==> config.mk <==
export PLATFORM = sky130hd
export DESIGN_NAME = rxmap_ctrl
export DESIGN_NICKNAME = d
export VERILOG_FILES = /design/src/rtl/core/rxmap_pkg.sv /design/src/rtl/core/rxmap_ctrl.sv
export SDC_FILE = /design/constraint.sdc
export NUM_CORES = 1
export LEC_CHECK = 0
export BUFFER_PORTS_ARGS = -buffer_cell sky130_fd_sc_hd__buf_2
export CORE_AREA = 5 5 42 44
export CTS_BUF_LIST = sky130_fd_sc_hd__clkbuf_16
export CTS_CLUSTER_DIAMETER = 100
export CTS_CLUSTER_SIZE = 10
export DETAILED_ROUTE_END_ITERATION = 16
export DIE_AREA = 0 0 47 49
export GPL_TIMING_DRIVEN = 0
export HOLD_SLACK_MARGIN = 0.08
export PLACE_DENSITY = 0.74
export SLEW_MARGIN = 10
export SYNTH_ARGS = -nofsm -noshare
export SYNTH_HDL_FRONTEND = slang
export SYNTH_SLANG_ARGS = --single-unit
export TNS_END_PERCENT = 100
==> constraint.sdc <==
create_clock -name clk -period 2.2 [get_ports clk]
set_clock_uncertainty 0.1 [all_clocks]
set_input_delay 0.22 -clock clk [delete_from_list [all_inputs] [get_ports clk]]
set_output_delay 0.22 -clock clk [all_outputs]
set_load 0.02 [all_outputs]
==> src/rtl/core/rxmap_pkg.sv <==
// ----------------------------------------------------------------------------
// rxmap_pkg
// shared types and constants of the receive channel mapping block
// ----------------------------------------------------------------------------
package rxmap_pkg;

  localparam int ADDR_CHANNELS = 128;
  localparam int RX_CHANNELS   = 32;
  localparam int MAX_MAPPINGS  = 128;

  localparam int CH_W   = $clog2(ADDR_CHANNELS);
  localparam int RX_W   = $clog2(RX_CHANNELS);
  localparam int ID_W   = $clog2(MAX_MAPPINGS);
  localparam int CNT_W  = $clog2(MAX_MAPPINGS + 1);
  localparam int NCNT_W = $clog2(RX_CHANNELS + 1);
  localparam int STORE_AW = ID_W + RX_W;

  typedef enum logic [1:0] {
    ST_OK   = 2'd0,
    ST_OVER = 2'd1,
    ST_DUP  = 2'd2,
    ST_FULL = 2'd3
  } status_t;

  localparam logic OP_LOAD    = 1'b0;
  localparam logic OP_PROCESS = 1'b1;

  localparam logic [0:0] CFG_MASK_LOW  = 1'b0;
  localparam logic [0:0] CFG_MASK_HIGH = 1'b1;

  typedef enum logic [3:0] {
    S_IDLE,
    S_SCAN,
    S_FILL,
    S_CMP_START,
    S_CMP,
    S_CMP_NEXT,
    S_WRITE,
    S_EMIT,
    S_ERR
  } state_t;

  typedef struct packed {
    logic       start;      // capture aperture, clear scan state
    logic       scan_step;  // look at one addressed channel
    logic       fill_step;  // append one unused receive channel
    logic       cmp_start;  // begin compare against entry cmp_id
    logic       cmp_step;   // compare one slot
    logic       cmp_next;   // move to next stored mapping
    logic       write_step; // store one slot of new mapping
    logic       emit_load;  // present result of current slot
    logic       err_load;   // present error result
    status_t    err_code;
    logic       out_take;   // output register consumed
  } cmd_t;

  typedef struct packed {
    logic scan_done;
    logic over;
    logic dup;
    logic fill_done;
    logic cmp_slot_done;
    logic cmp_mismatch;
    logic cmp_match;
    logic cmp_last_entry;
    logic no_entries;
    logic full;
    logic write_done;
    logic emit_last;
    logic out_valid;
    logic out_ready;
  } stat_t;

endpackage

==> src/rtl/core/rxmap_ctrl.sv <==
// ----------------------------------------------------------------------------
// rxmap_ctrl
// sequencer of scan, fill, compare, store and emit phases
// ----------------------------------------------------------------------------
module rxmap_ctrl (
  input  logic            clk,
  input  logic            rst,
  input  logic            in_go,
  input  rxmap_pkg::stat_t stat,
  output rxmap_pkg::cmd_t  cmd,
  output logic            busy
);
  import rxmap_pkg::*;

  state_t state, state_next;

  always_ff @(posedge clk) begin
    if (rst) state <= S_IDLE;
    else state <= state_next;
  end

  always_comb begin
    state_next = state;
    case (state)
      S_IDLE: if (in_go) state_next = S_SCAN;
      S_SCAN: begin
        if (stat.over) state_next = S_ERR;
        else if (stat.scan_done) state_next = stat.dup ? S_ERR : S_FILL;
      end
      S_FILL: if (stat.fill_done) state_next = stat.no_entries ?
                (stat.full ? S_ERR : S_WRITE) : S_CMP_START;
      S_CMP_START: state_next = S_CMP;
      S_CMP: begin
        if (stat.cmp_mismatch || stat.cmp_slot_done) begin
          if (stat.cmp_match) state_next = S_EMIT;
          else if (stat.cmp_last_entry) state_next = stat.full ? S_ERR : S_WRITE;
          else state_next = S_CMP_NEXT;
        end
      end
      S_CMP_NEXT: state_next = S_CMP_START;
      S_WRITE: if (stat.write_done) state_next = S_EMIT;
      S_EMIT: if (!stat.out_valid || stat.out_ready)
                if (stat.emit_last) state_next = S_IDLE;
      S_ERR: if (!stat.out_valid || stat.out_ready) state_next = S_IDLE;
      default: state_next = S_IDLE;
    endcase
  end

  always_comb begin
    cmd = '0;
    cmd.err_code = ST_OK;
    cmd.out_take = stat.out_valid && stat.out_ready;
    busy = (state != S_IDLE);
    case (state)
      S_IDLE: cmd.start = in_go;
      S_SCAN: cmd.scan_step = 1'b1;
      S_FILL: cmd.fill_step = 1'b1;
      S_CMP_START: cmd.cmp_start = 1'b1;
      S_CMP: cmd.cmp_step = 1'b1;
      S_CMP_NEXT: cmd.cmp_next = 1'b1;
      S_WRITE: cmd.write_step = !stat.write_done;
      S_EMIT: cmd.emit_load = !stat.out_valid || stat.out_ready;
      S_ERR: begin
        cmd.err_load = !stat.out_valid || stat.out_ready;
        cmd.err_code = stat.over ? ST_OVER : (stat.dup ? ST_DUP : ST_FULL);
      end
      default: ;
    endcase
  end

endmodule

== Word-level counts from Yosys, hierarchy flattened ==
Index checks and enable logic that the tools add are counted.

* Add/subtract/negate cells: 0
* Multipliers: 0
* Divide/modulo/power cells: 0
* $lt $le $gt $ge: 0
* Equality and inequality tests: 16
* Shift-type cells: 0
* Mux-type cells: 26
* Bitwise operators: 0
* Reduce and logical (&&, ||, !) cells: 8

{| class="wikitable"
|+ Operators with widths
! cell !! count
|-
| $mux 4 || 14
|-
| $pmux 4 s9 || 1
|-
| $eq 4x3->1 const B || 4
|-
| $ne 2x2->1 const B || 7
|-
| $mux 1 || 9
|-
| $eq 4x2->1 const B || 2
|-
| $reduce_and 8->1 || 1
|-
| $eq 4x1->1 const B || 1
|-
| $eq 4x4->1 const B || 1
|-
| $logic_not 4->1 || 1
|-
| $reduce_bool 4->1 || 1
|-
| $mux 3 || 1
|-
| $ne 3x3->1 const B || 1
|-
| $logic_not 1->1 || 2
|-
| $logic_or 1x1->1 || 2
|-
| $mux 2 || 1
|-
| $logic_and 1x1->1 || 1
|}

* Register bits: 4
* Bits in latches: 0
* Memory bits (writable): 0
* Bits in read-only memories: 0
* Input bits: 17
* Output and inout bits: 13
* Logic and storage cells: 51
* Memories: 0

== Depth between registers and ports, before layout ==
* Depth in word-level cells: 5
* Gate-level depth with buffers: 6
* Mapped depth without buffers: 4

== Worst setup path after synthesis ==
OpenSTA, ideal clock, no wires.

* Path kind: register to register
* Start point: register state[0]
* End point: register state[3]
* Library setup time: 121 ps
* Arrival: 1801 ps
* Data required time: 1979 ps
* Path slack: 178 ps
* Cell stages (with the launch flop): 6
* Buffers on the path: 1
* Period minus slack after synthesis: 2022 ps
* Cells stage by stage: dfxtp_1 -> buf_6 -> nor4b_2 -> a22oi_1 -> and3_4 -> mux2_4

* Longest elaborated chain between the ends: 3
* Elaborated cells between the ends (all ways): 19
* Classes of those cells: eq/ne: 16; mux: 1; reduce/logical: 2

{| class="wikitable"
|+ RTL lines
! what !! RTL line !! text
|-
| start, declared || rxmap_ctrl.sv:15 || <nowiki>state_t state, state_next;</nowiki>
|-
| start signal, assigned || rxmap_ctrl.sv:19 || <nowiki>else state <= state_next;</nowiki>
|-
| $eq 4x1->1 (tied with other cells) || rxmap_ctrl.sv:24 || <nowiki>case (state)</nowiki>
|-
| $ne 3x3->1 (no line) / $ne 2x2->1 (equally long branches) || - ||
|-
| $reduce_and 8->1 (no line) || - ||
|}

Parallel ways exist; a longest one is shown, timed or not.
A chain may end at the register's enable or synchronous reset.

== Worst setup path after layout ==
* Start point: register state[3]
* End point: register state[3]

Same word-level chain as after synthesis.

==> results.sh <==
export IMPL_setup_violations_final=0
export IMPL_worst_setup_hold_path_clk_slew_ps=30
export IMPL_rsz0062_at_grt="false"
export IMPL_vias=649
export IMPL_power_per_cell_area_mw_per_mm2=1282
export IMPL_layout_area_overhead_vs_synth_pct=45.18
export IMPL_totalPowerFinal_mw=0.9899
export IMPL_dpl_cell_area_um2=696.9
export IMPL_tritoncts="done"
export IMPL_synth_async_sr_flop_share_pct=0
export IMPL_final_layout_size_suffix_gt1_share_pct=38.61
export IMPL_status="finished clean"
export IMPL_final_design_area_no_fill_um2=772.0
export IMPL_hold_path_class="primary input to register"
export IMPL_required_ps=2210
export IMPL_die_height_um=49
export IMPL_num_antenna_cells=0
export IMPL_leakagePower_nw=0.3418
export IMPL_drtIter0Drc=15
export IMPL_insertion_delay_ps=220
export IMPL_buffer_cell_driving_the_clock_tree_root="clkbuf_16"
export IMPL_ys_dominant_reg_cell="dfxtp_1"
export IMPL_largest_register="state"
export IMPL_syn_avg_cell_area_um2=7.707
export IMPL_post_cts_repair_setup_buffers=0
export IMPL_cells_taking_the_most_area_after_synthesis="dfxtp_1, nor2b_1, nor2_1"
export IMPL_sort_of_element_at_the_end_of_the_critical_path="register"
export IMPL_ios=30
export IMPL_number_of_global_route_vias_before_repair=633
export IMPL_cts_buffers=3
export IMPL_yosys_cell_count_top_type="nor2_1"
export IMPL_grt_start_max_net_pins=11
export IMPL_drt_first_pass_iters=4
export IMPL_finalWorstPathRequiredPeriod_ps=2002
export IMPL_cts_buffer_depth=2
export IMPL_synthDominantAreaCellType="dfxtp_1"
export IMPL_hold_ws_ps=125.0
export IMPL_start_util_pct=37.95
export IMPL_top_regs="state x4"
export IMPL_synth_seq_area_share_pct=15.06
export IMPL_groute_usage_overall_pct=15.20
export IMPL_row_count=14
export IMPL_max_cap_check_violation_count=0
export IMPL_grt_overflow_total=0
export IMPL_critical_path_startpoint_type="register"
export IMPL_post_cts_hold_buffer_count=0
export IMPL_vias_per_cell=5.547
export IMPL_cts_htree_levels=1
export IMPL_final_net_count=120
export IMPL_netlist_area_leader_share_pct=15.06
export IMPL_max_slew_worst_pin_slew_ps=461.2
export IMPL_count_of_final_max_slew_check_failures=0
export IMPL_max_vdd_ir_drop_mv=0.6966
export IMPL_wl_per_cell_um=13.31
export IMPL_detail_route_drc_violations=0
export IMPL_synth_warning_count=0
export IMPL_maxClockFrequency_mhz=499.5
export IMPL_detailed_place_hpwl_um=1218
export IMPL_postRouteAntennaNets=0
export IMPL_max_slew_margin_pct=68.46
export IMPL_grt_pass1_wl_um=2677
export IMPL_synthesized_area_um2=531.8
export IMPL_cp_data_arrival_time_ps=2010
export IMPL_postCtsResizedCells=0
export IMPL_synthTopCellsByCount="nor2_1, nor2b_1, a31oi_1, clkbuf_1, dfxtp_1"
export IMPL_tritoncts_num_sinks=4
export IMPL_routabilityCongestion=0.8683
export IMPL_period_utilisation_layout_pct=90.99
export IMPL_totalNegativeSetupSlack_ps=0
export IMPL_yosysUniqueCellTypes=34
export IMPL_dieWidth_um=47
export IMPL_synthesis_nets=86
export IMPL_die_area_mm2=0.002303
export IMPL_core_box_area_mm2=0.001401
export IMPL_finalWirelength_um=1557
export IMPL_largest_register_ff_count=4
export IMPL_netlist_instances=69
export IMPL_synth_enable_flop_cells=0
export IMPL_antenna_found_initial=0
export IMPL_synth_seq_cells=4
export IMPL_numPortBuffers=29
export IMPL_finalHoldViolCount=0
export IMPL_timing_worst_setup_path_type="register to register"
export IMPL_path_max_fanout=10
## area by class of cell
| class | instances | area (µm²) |
|---|---|---|
| Tap cell | 16 | 20.02 |
| Fill cell | 141 | 629.4 |
| Buffer | 6 | 31.28 |
| Timing Repair Buffer | 29 | 145.1 |
| Sequential cell | 4 | 80.08 |
| Clock buffer | 3 | 75.07 |
| Multi-Input combinational cell | 58 | 416.7 |
| Inverter | 1 | 3.754 |
## worst paths after layout
path | from | endpoint | slack, ps | depth (start not counted)
hold / removal | rst | state[1] | 120 | 2
setup / recovery | state[3] | state[3] | 200 | 5
hold reg to reg | state[2] | state[2] | 770 | 3
setup reg to reg | state[3] | state[3] | 200 | 5
## critical path: stages, from the launching register on
cell,delay (ps)
dfxtp_1,410
clkbuf_1,330
nor3_1,110
a22oi_1,350
and3_4,290
mux2_4,300
## layout by cell type, fill, tap and decap left out, types with 2 or more instances in the layout
cell | synthesis | final
nor3_1 | 3 | 3
nor3b_1 | 3 | 3
and3_1 | 2 | 2
nor2b_1 | 5 | 5
a211oi_1 | 3 | 3
mux2i_1 | 2 | 2
buf_2 | 1 | 30
nor2_1 | 8 | 8
nand2b_1 | 3 | 3
clkbuf_16 | 0 | 3
a31oi_1 | 4 | 4
a21oi_1 | 2 | 2
a2111oi_0 | 3 | 3
nor4b_2 | 2 | 2
clkbuf_1 | 4 | 4
dfxtp_1 | 4 | 4
xnor2_1 | 2 | 2
## logic make-up (layout without fill, tap and decap cells)
group	after synthesis	after routing	synth area share [%]
simple gates	34	34	41.88
compound gates	19	19	26.59
buf+inv	7	39	6.586
flops	4	4	15.06
mux	3	3	6.588
xor+xnor	2	2	3.295
## layer usage
metal / global-route usage (%) / share of wire [%] / routed length, µm
met1: 20.39 / 44 / 683
met2: 22.17 / 50 / 774
met3: 1.845 / 5.7 / 88
met4: 9.217 / 0.77 / 12
met5: 0 / 0 / 0
## report_power, final
part	switching [mW]	leakage (nW)	internal (mW)
Sequential	0.0200	0.0330	0.0988
Clock	0.0477	0.0370	0.232
Combinational	0.343	0.272	0.249
Total	0.411	0.342	0.579
## per-stage QoR
stage	worst slack, ps	std cells	utilization (%)
3_5_place_dp	232.4	114	49.73
4_1_cts	224.8	117	55.09
3_3_place_gp	250.8	114	49.73
2_1_floorplan	178.1	69	-
6_report	198.2	117	55.09
5_1_grt	26.92	117	55.09
Note: power is estimated with default switching activity, not from simulation.
